### config.mk
export PLATFORM = sky130hd
export DESIGN_NAME = schrage_rpq_scheduler
export DESIGN_NICKNAME = d
export VERILOG_FILES = /design/src/hdl/srpq_pkg.sv /design/src/hdl/schrage_rpq_scheduler.sv
export VERILOG_INCLUDE_DIRS = /design/src /design/src/hdl
export SDC_FILE = /design/constraint.sdc
export NUM_CORES = 2
export LEC_CHECK = 0
export BUFFER_PORTS_ARGS = -buffer_cell sky130_fd_sc_hd__buf_2
export CORE_MARGIN = 2
export CORE_UTILIZATION = 40
export DETAILED_ROUTE_END_ITERATION = 10
export PLACE_DENSITY = 0.62
export SLEW_MARGIN = 10
export SYNTH_ARGS = -nofsm -noshare
export SYNTH_HDL_FRONTEND = slang
export SYNTH_SLANG_ARGS = --single-unit
### constraint.sdc
create_clock -name clock -period 4.8 [get_ports clock]
set_clock_uncertainty 0.15 [all_clocks]
set_input_delay 0.24 -clock clock [delete_from_list [all_inputs] [get_ports clock]]
set_output_delay 0.24 -clock clock [all_outputs]
set_load 0.01 [all_outputs]
### src/hdl/schrage_rpq_scheduler_macros.svh
// Assertion macros shared by the Schrage scheduler RTL.
`ifndef SCHRAGE_RPQ_SCHEDULER_MACROS_SVH
`define SCHRAGE_RPQ_SCHEDULER_MACROS_SVH

// Same-cycle implication, checked on every rising edge outside reset.
`define SRPQ_ASSERT_NOW(name, clk, rst, ante, cons) \
   name: assert property (@(posedge clk) disable iff (rst) (ante) |-> (cons)) \
      else $error("same-cycle check failed");

// Next-cycle implication, checked on every rising edge outside reset.
`define SRPQ_ASSERT_NEXT(name, clk, rst, ante, cons) \
   name: assert property (@(posedge clk) disable iff (rst) (ante) |=> (cons)) \
      else $error("next-cycle check failed");

`endif

### src/hdl/srpq_pkg.sv
// Types and constants of the Schrage single-machine scheduler.
package srpq_pkg;

   localparam int FIELD_W = 16;
   localparam int TIME_W  = 22;
   localparam int NUM_W   = 5;
   localparam logic [TIME_W-1:0] TIME_MAX = {TIME_W{1'b1}};

   typedef struct packed {
      logic [FIELD_W-1:0] release_time;
      logic [FIELD_W-1:0] processing_time;
      logic [FIELD_W-1:0] tail_time;
      logic               last_job;
   } req_item_type;

   typedef struct packed {
      logic [NUM_W-1:0]  job_number;
      logic [TIME_W-1:0] start_time;
      logic [TIME_W-1:0] makespan;
      logic              end_of_schedule;
      logic              overflow_flag;
   } rsp_item_type;

   typedef enum logic [2:0] {
      S_LOAD,
      S_SCAN,
      S_CALC,
      S_MARK,
      S_EMIT
   } state_type;

endpackage

### src/hdl/schrage_rpq_scheduler.sv
// Schrage heuristic scheduler for one machine with release, processing and tail times.
//
// Usage: jobs enter on the req_ channel one item per cycle while req_ready is high and are
// numbered from 0 in arrival order. Up to MAX_JOBS are stored; later jobs are dropped and
// flagged on the final result. The item with last_job set starts scheduling: req_ready
// drops and one rsp_ item comes out per stored job, in schedule order. The final item has
// end_of_schedule set and carries the makespan and the overflow flag.
// Sequence: each scheduled job costs one pass over the job memory through its single
// registered read port (n reads for n stored jobs), then the time arithmetic (S_CALC),
// the makespan update (S_MARK) and the output state (S_EMIT).
// Stalls: a result waits in the output register while rsp_ready is low; the scan for the
// next job starts only after it is taken. After the final result is taken, req_ready
// returns high and a new set may load.
// Reset: synchronous, active high; clears job count, done mask, time, makespan and the
// overflow flag and returns to loading. The job memory is not cleared: only entries of
// the current set are read.
module schrage_rpq_scheduler #(
   parameter int MAX_JOBS  = 32,
   parameter int TIME_BITS = 16
) (
   input  logic                        clock,
   input  logic                        reset,
   input  logic                        req_valid,
   output logic                        req_ready,
   input  srpq_pkg::req_item_type      req_item,
   output logic                        rsp_valid,
   input  logic                        rsp_ready,
   output srpq_pkg::rsp_item_type      rsp_item
);

`include "schrage_rpq_scheduler_macros.svh"

   localparam int SW = (TIME_BITS < srpq_pkg::FIELD_W) ? TIME_BITS : srpq_pkg::FIELD_W;
   localparam int IW = (MAX_JOBS > 1) ? $clog2(MAX_JOBS) : 1;
   localparam int CW = $clog2(MAX_JOBS + 1);
   localparam int TW = srpq_pkg::TIME_W;

   typedef struct packed {
      logic [SW-1:0] rel;
      logic [SW-1:0] proc;
      logic [SW-1:0] tail;
   } entry_type;

   // saturate a 23-bit sum to the 22-bit time range
   function automatic logic [TW-1:0] sat_time(input logic [TW:0] v);
      sat_time = v[TW] ? srpq_pkg::TIME_MAX : v[TW-1:0];
   endfunction

   entry_type jobs_mem [MAX_JOBS];
   entry_type rd_data_ff;
   entry_type wr_data;
   logic      mem_we;

   srpq_pkg::state_type    state_ff, state_in;
   logic [CW-1:0]          count_ff, count_in;
   logic                   ovf_ff, ovf_in;
   logic [MAX_JOBS-1:0]    done_ff, done_in;
   logic [TW-1:0]          cur_ff, cur_in;
   logic [TW-1:0]          ms_ff, ms_in;
   logic [CW-1:0]          sched_ff, sched_in;
   logic                   last_ff, last_in;
   logic [CW-1:0]          issue_ff, issue_in;
   logic                   rd_valid_ff, rd_valid_in;
   logic                   rd_last_ff, rd_last_in;
   logic [IW-1:0]          rd_idx_ff, rd_idx_in;
   logic                   any_ready_ff, any_ready_in;
   logic [IW-1:0]          best_idx_ff, best_idx_in;
   logic [SW-1:0]          best_tail_ff, best_tail_in;
   logic [SW-1:0]          best_proc_ff, best_proc_in;
   logic                   min_valid_ff, min_valid_in;
   logic [IW-1:0]          min_idx_ff, min_idx_in;
   logic [SW-1:0]          min_rel_ff, min_rel_in;
   logic [SW-1:0]          min_tail_ff, min_tail_in;
   logic [SW-1:0]          min_proc_ff, min_proc_in;
   logic [IW-1:0]          pick_ff, pick_in;
   logic [SW-1:0]          pick_tail_ff, pick_tail_in;
   srpq_pkg::rsp_item_type rsp_ff, rsp_in;

   logic [IW-1:0] sel_idx;
   logic [TW-1:0] sel_start;
   logic [SW-1:0] sel_proc;
   logic [SW-1:0] sel_tail;
   logic [TW-1:0] deliver;
   logic [TW-1:0] ms_new;

   assign wr_data.rel  = req_item.release_time[SW-1:0];
   assign wr_data.proc = req_item.processing_time[SW-1:0];
   assign wr_data.tail = req_item.tail_time[SW-1:0];

   // job memory: one write port at the load count, one registered read port for the scan
   always_ff @(posedge clock) begin
      if (mem_we) begin
         jobs_mem[count_ff[IW-1:0]] <= wr_data;
      end
      rd_data_ff <= jobs_mem[issue_ff[IW-1:0]];
   end

   // selection of the next job from the scan results
   always_comb begin
      sel_idx   = any_ready_ff ? best_idx_ff : min_idx_ff;
      sel_start = any_ready_ff ? cur_ff : TW'(min_rel_ff);
      sel_proc  = any_ready_ff ? best_proc_ff : min_proc_ff;
      sel_tail  = any_ready_ff ? best_tail_ff : min_tail_ff;
      deliver   = sat_time({1'b0, cur_ff} + (TW + 1)'(pick_tail_ff));
      ms_new    = (deliver > ms_ff) ? deliver : ms_ff;
   end

   // sequencer: next state and datapath control
   always_comb begin
      state_in     = state_ff;
      count_in     = count_ff;
      ovf_in       = ovf_ff;
      done_in      = done_ff;
      cur_in       = cur_ff;
      ms_in        = ms_ff;
      sched_in     = sched_ff;
      last_in      = last_ff;
      issue_in     = issue_ff;
      rd_valid_in  = 1'b0;
      rd_last_in   = 1'b0;
      rd_idx_in    = issue_ff[IW-1:0];
      any_ready_in = any_ready_ff;
      best_idx_in  = best_idx_ff;
      best_tail_in = best_tail_ff;
      best_proc_in = best_proc_ff;
      min_valid_in = min_valid_ff;
      min_idx_in   = min_idx_ff;
      min_rel_in   = min_rel_ff;
      min_tail_in  = min_tail_ff;
      min_proc_in  = min_proc_ff;
      pick_in      = pick_ff;
      pick_tail_in = pick_tail_ff;
      rsp_in       = rsp_ff;
      mem_we       = 1'b0;
      req_ready    = 1'b0;
      rsp_valid    = 1'b0;

      case (state_ff)
         // take in jobs until the one marked last
         srpq_pkg::S_LOAD: begin
            req_ready = 1'b1;
            if (req_valid) begin
               if (count_ff != CW'(MAX_JOBS)) begin
                  mem_we   = 1'b1;
                  count_in = count_ff + 1'b1;
               end else begin
                  ovf_in = 1'b1;
               end
               if (req_item.last_job) begin
                  state_in     = srpq_pkg::S_SCAN;
                  issue_in     = '0;
                  any_ready_in = 1'b0;
                  min_valid_in = 1'b0;
               end
            end
         end

         // one pass over the stored jobs, one read a cycle
         srpq_pkg::S_SCAN: begin
            if (issue_ff != count_ff) begin
               issue_in    = issue_ff + 1'b1;
               rd_valid_in = 1'b1;
               rd_last_in  = (CW'(issue_ff + 1'b1) == count_ff);
            end
            if (rd_valid_ff && !done_ff[rd_idx_ff]) begin
               // released jobs: largest tail, lowest number on a tie
               if (TW'(rd_data_ff.rel) <= cur_ff) begin
                  any_ready_in = 1'b1;
                  if (!any_ready_ff || rd_data_ff.tail > best_tail_ff) begin
                     best_idx_in  = rd_idx_ff;
                     best_tail_in = rd_data_ff.tail;
                     best_proc_in = rd_data_ff.proc;
                  end
               end
               // earliest release: largest tail among those, for a time jump
               if (!min_valid_ff || rd_data_ff.rel < min_rel_ff ||
                   (rd_data_ff.rel == min_rel_ff && rd_data_ff.tail > min_tail_ff)) begin
                  min_valid_in = 1'b1;
                  min_idx_in   = rd_idx_ff;
                  min_rel_in   = rd_data_ff.rel;
                  min_tail_in  = rd_data_ff.tail;
                  min_proc_in  = rd_data_ff.proc;
               end
            end
            if (rd_valid_ff && rd_last_ff) begin
               state_in = srpq_pkg::S_CALC;
            end
         end

         // commit the pick and set time to its start plus its processing time
         srpq_pkg::S_CALC: begin
            pick_in           = sel_idx;
            pick_tail_in      = sel_tail;
            done_in           = done_ff | (MAX_JOBS'(1) << sel_idx);
            cur_in            = sat_time({1'b0, sel_start} + (TW + 1)'(sel_proc));
            sched_in          = sched_ff + 1'b1;
            last_in           = (CW'(sched_ff + 1'b1) == count_ff);
            rsp_in.job_number = srpq_pkg::NUM_W'(sel_idx);
            rsp_in.start_time = sel_start;
            state_in          = srpq_pkg::S_MARK;
         end

         // fold completion plus tail into the makespan, finish the item
         srpq_pkg::S_MARK: begin
            ms_in                  = ms_new;
            rsp_in.makespan        = last_ff ? ms_new : '0;
            rsp_in.end_of_schedule = last_ff;
            rsp_in.overflow_flag   = last_ff & ovf_ff;
            state_in               = srpq_pkg::S_EMIT;
         end

         // hold the item until taken
         srpq_pkg::S_EMIT: begin
            rsp_valid = 1'b1;
            if (rsp_ready) begin
               if (last_ff) begin
                  state_in = srpq_pkg::S_LOAD;
                  count_in = '0;
                  ovf_in   = 1'b0;
                  done_in  = '0;
                  cur_in   = '0;
                  ms_in    = '0;
                  sched_in = '0;
                  last_in  = 1'b0;
               end else begin
                  state_in     = srpq_pkg::S_SCAN;
                  issue_in     = '0;
                  any_ready_in = 1'b0;
                  min_valid_in = 1'b0;
               end
            end
         end

         default: begin
            state_in = srpq_pkg::S_LOAD;
         end
      endcase
   end

   // control registers
   always_ff @(posedge clock) begin
      if (reset) begin
         state_ff    <= srpq_pkg::S_LOAD;
         count_ff    <= '0;
         ovf_ff      <= 1'b0;
         done_ff     <= '0;
         cur_ff      <= '0;
         ms_ff       <= '0;
         sched_ff    <= '0;
         last_ff     <= 1'b0;
         issue_ff    <= '0;
         rd_valid_ff <= 1'b0;
         rd_last_ff  <= 1'b0;
      end else begin
         state_ff    <= state_in;
         count_ff    <= count_in;
         ovf_ff      <= ovf_in;
         done_ff     <= done_in;
         cur_ff      <= cur_in;
         ms_ff       <= ms_in;
         sched_ff    <= sched_in;
         last_ff     <= last_in;
         issue_ff    <= issue_in;
         rd_valid_ff <= rd_valid_in;
         rd_last_ff  <= rd_last_in;
      end
   end

   // scan trackers and output payload
   always_ff @(posedge clock) begin
      rd_idx_ff    <= rd_idx_in;
      any_ready_ff <= any_ready_in;
      best_idx_ff  <= best_idx_in;
      best_tail_ff <= best_tail_in;
      best_proc_ff <= best_proc_in;
      min_valid_ff <= min_valid_in;
      min_idx_ff   <= min_idx_in;
      min_rel_ff   <= min_rel_in;
      min_tail_ff  <= min_tail_in;
      min_proc_ff  <= min_proc_in;
      pick_ff      <= pick_in;
      pick_tail_ff <= pick_tail_in;
      rsp_ff       <= rsp_in;
   end

   assign rsp_item = rsp_ff;

   // checks
   `SRPQ_ASSERT_NOW(a_no_load_while_out, clock, reset, req_ready, !rsp_valid)
   `SRPQ_ASSERT_NOW(a_count_in_range, clock, reset, 1'b1, count_ff <= CW'(MAX_JOBS))
   `SRPQ_ASSERT_NOW(a_pick_marked_done, clock, reset, rsp_valid, done_ff[pick_ff])
   `SRPQ_ASSERT_NEXT(a_set_cleared, clock, reset,
                     rsp_valid && rsp_ready && rsp_item.end_of_schedule,
                     req_ready && count_ff == '0 && done_ff == '0)

endmodule
==> flow_summary_export.csv <==
group,metric,value,unit
finish,instances_no_fill,6543,
detailed_routing,routed_wl,180900,um
finish,syn_to_final_growth,15.84,%
detailed_routing,dr_total_vias,36680,
grt,grt_busiest_layer,"met2",
finish,fillers,15120,
detailed_routing,antenna_left,0,
grt,grt_pass1_vias,36740,
sta,hold_violations,0,
min_path,holdPathEnd,"min_proc_ff[6]$_DFFE_PP_",
floorplan,core_area,0.1827,mm^2
grt,use_met1,0.2747,
sta,fin_crit_sh,0.9585,
grt,grt_pass1_wl,261800,um
critical_path,critPathCaptureType,"flip-flop",
grt,grt_max_degree,99,
detailed_routing,drc,0,
detailed_routing,wire_per_inst,27.64,um
finish,layout.nets,4183,
clock_network,clk_pin_slew,60,ps
logic_synthesis,ys_warn_count,0,
logic_synthesis,synth_edf_count,1695,
logic_synthesis,async_reset_ff_frac,0,
critical_path,r2r_start,"pick_tail_ff[1]$_DFFE_PP_",
logic_synthesis,syn_area,0.07344,mm^2
logic_synthesis,synth_cell_types,82,
finish,final_cell_mix,"edfxtp_1, mux4_2, clkbuf_16",
run,cap_violations,0,
placed_design,dp_cells,6144,
critical_path,cp-start-kind,"flip-flop",
clock_network,numClockSinks,1849,
clock_network,numCtsBuffers,189,
clock_network,post_cts_buffers,0,
floorplan,die_w,432.5,um
finish,multi_input_area,0.01862,mm^2
grt,grt_overflow_total,0,
clock_network,cts_buffer_depth,3,
floorplan,rows,157,
placed_design,dpl_cell_area,0.07837,mm^2
detailed_routing,first_iter_violations,3995,
logic_synthesis,ys_ff_latch,1849,
floorplan,initial_core_util,0.4020,
finish,seq_area,0.05400,mm^2
critical_path,crit_type,"flip-flop to flip-flop",
logic_synthesis,synth_seq_area_share,0.7350,
power_and_ir_drop,powerDensity,399.5,mW/mm^2
floorplan,die_h,432.5,um
detailed_routing,first_pass_iters,5,
sta,drv_slew,0,
min_path,hold_class,"flip-flop to flip-flop",
finish,mostFrequentLayoutCell,"edfxtp_1",
clock_network,cts_tree,"yes",
critical_path,reg2reg_slack,200,ps
power_and_ir_drop,total_power,33.99,mW
sta,worst_slew_pin_slew,1194,ps
critical_path,crit_path_max_fanout,8,
clock_network,root_buffer,"clkbuf_16",
detailed_routing,vias_per_cell,5.606,
floorplan,pin_count,106,
logic_synthesis,avgSynthCellArea,19.92,um^2
sta,hold_ws,280.3,ps
logic_synthesis,syn_nets,3865,
logic_synthesis,synthCells,3686,
grt,track_usage,0.1936,
floorplan,die_area,0.1871,mm^2
finish,layout-drive-gt1-share,0.2771,
finish,final_util,0.4657,
run_status,outcome,"finished, final reports clean",
placed_design,dp_hpwl,101700,um
placed_design,place_congestion,0.8653,
sta,setup_viol,0,
critical_path,r2r_cells,18,
logic_synthesis,synth_flop_cell,"edfxtp_1",
sta,slew_headroom,0.2014,
grt,grt_util_met3,0.03186,
sta,fmax,0.2173,GHz
grt,grt_use_met2,0.3155,
critical_path,r2r_end,"ms_ff[12]$_SDFFE_PP0P_",
placed_design,numPortBuffers,105,
clock_network,htreeDepth,4,
grt,grt_antenna_before_repair,17,
power_and_ir_drop,leakagePower,26.99,nW
finish,fin_area,0.08508,mm^2
power_and_ir_drop,vdd_drop_max,320.9,uV
clock_network,insertion_delay,800,ps
min_path,holdCritStartpoint,"rd_data_ff[22]$_DFF_P_",
critical_path,critPathArrivalTime,5150,ps
sta,layout_min_cycle_time,4601,ps
critical_path,worstPathRequired,5350,ps
min_path,whs_path_depth,0,
[report_power, final]
part	switching (mW)	internal, mW	total (mW)
Clock	6.14	8.29	14.4
Sequential	0.116	17.7	17.8
Combinational	0.930	0.818	1.75
[logic make-up after synthesis]
group,count (synthesis),share of synthesized area
buffers and inverters,288,0.01584
AO/OA/AOI/OAI,347,0.03051
multiplexers,568,0.1620
adder cells (fa/ha/maj),126,0.02167
AND/OR/NAND/NOR,460,0.02920
XOR/XNOR,48,0.005724
flip-flops,1849,0.7350
[layout make-up]
| class | count | share of cell area |
|---|---|---|
| repair buffers | 296 | 0.03446 |
| clock buffers | 247 | 0.06078 |
| clock inverters | 97 | 0.01087 |
| multi-input cells | 1549 | 0.2188 |
| well taps | 2385 | 0.03508 |
| diodes | 1 | 0.00002941 |
| flip-flops and latches | 1849 | 0.6347 |
| inverters | 119 | 0.005250 |
[metrics by stage]
step	worst slack (ps)	TNS (ps)
final	199.0	0
after CTS	38.51	0
after global routing	-12.94	-69.25
after global placement	38.02	0
after detailed placement	-35.56	-35.56
after floorplan	73.97	0
[state kept, by name, summed over array words and instances (netlist names), 3 cells and up]
register / count
jobs_mem: 1536
rsp_item: 51
rd_data_ff: 48
done_ff: 32
cur_ff: 22
ms_ff: 22
best_proc_ff: 16
best_tail_ff: 16
min_proc_ff: 16
min_rel_ff: 16
min_tail_ff: 16
pick_tail_ff: 16
count_ff: 6
issue_ff: 6
sched_ff: 6
best_idx_ff: 5
min_idx_ff: 5
rd_idx_ff: 5
state_ff: 3
[what timing repair did]
action | 4_1_cts | 5_1_grt
endpoints found under the hold margin | 1565 | 0
hold buffers | 54 | 0
setup endpoints to repair | 6 | 44
gates resized for setup | 1 | 14
pin swaps | 0 | 6
[layer usage]
layer  wire [um]  part of all wire
met5          79           0.00044
met4        3408             0.019
met3       11270             0.062
met2       88210              0.49
met1       77880              0.43
[cells in the mapped netlist, types with 22 or more instances]
cell type	instances	area, um^2
a21o_1	28	210.2
inv_1	116	435.4
mux2_2	67	754.5
clkbuf_1	94	352.8
nor2_1	166	623.1
edfxtp_1	1695	50900
buf_1	24	90.09
nor3_1	25	125.1
a21oi_1	104	520.5
ha_1	124	1551
mux4_2	490	11040
nand3_1	24	120.1
o21ai_0	96	480.5
buf_2	45	225.2
xnor2_1	29	254.0
nand4_1	23	143.9
dfxtp_1	154	3083
nand2_1	135	506.7
a211oi_1	22	165.2
[worst max-delay path by stage]
stage                         startpoint                          to  slack, ps  cells past startpoint
5_1_grt        pick_tail_ff[0]$_DFFE_PP_      ms_ff[19]$_SDFFE_PP0P_        -10                     18
2_1_floorplan       rd_idx_ff[0]$_DFF_P_     min_idx_ff[0]$_DFFE_PP_         70                      7
3_3_place_gp   pick_tail_ff[0]$_DFFE_PP_  rsp_item[20]$_SDFFCE_PN0N_         40                     19
6_report       pick_tail_ff[1]$_DFFE_PP_      ms_ff[12]$_SDFFE_PP0P_        200                     18
3_5_place_dp   pick_tail_ff[0]$_DFFE_PP_  rsp_item[20]$_SDFFCE_PN0N_        -40                     19
4_1_cts        pick_tail_ff[0]$_DFFE_PP_  rsp_item[20]$_SDFFCE_PN0N_         40                     19
[worst max-delay path, stage by stage (launching register included)]
cell       delay [ps]
edfxtp_1          420
ha_1              320
a211o_1           330
a2111oi_4         380
nor3_2            120
o31a_1            340
nor3b_2           310
nor2_1            110
mux2i_1           240
inv_1              70
ha_1              310
nand4_1           150
nor2_1            120
and3_4            190
inv_1              50
a22o_2            300
buf_4             150
and3_2            250
a22o_1            190
Note: power is estimated with default switching activity, not from simulation.
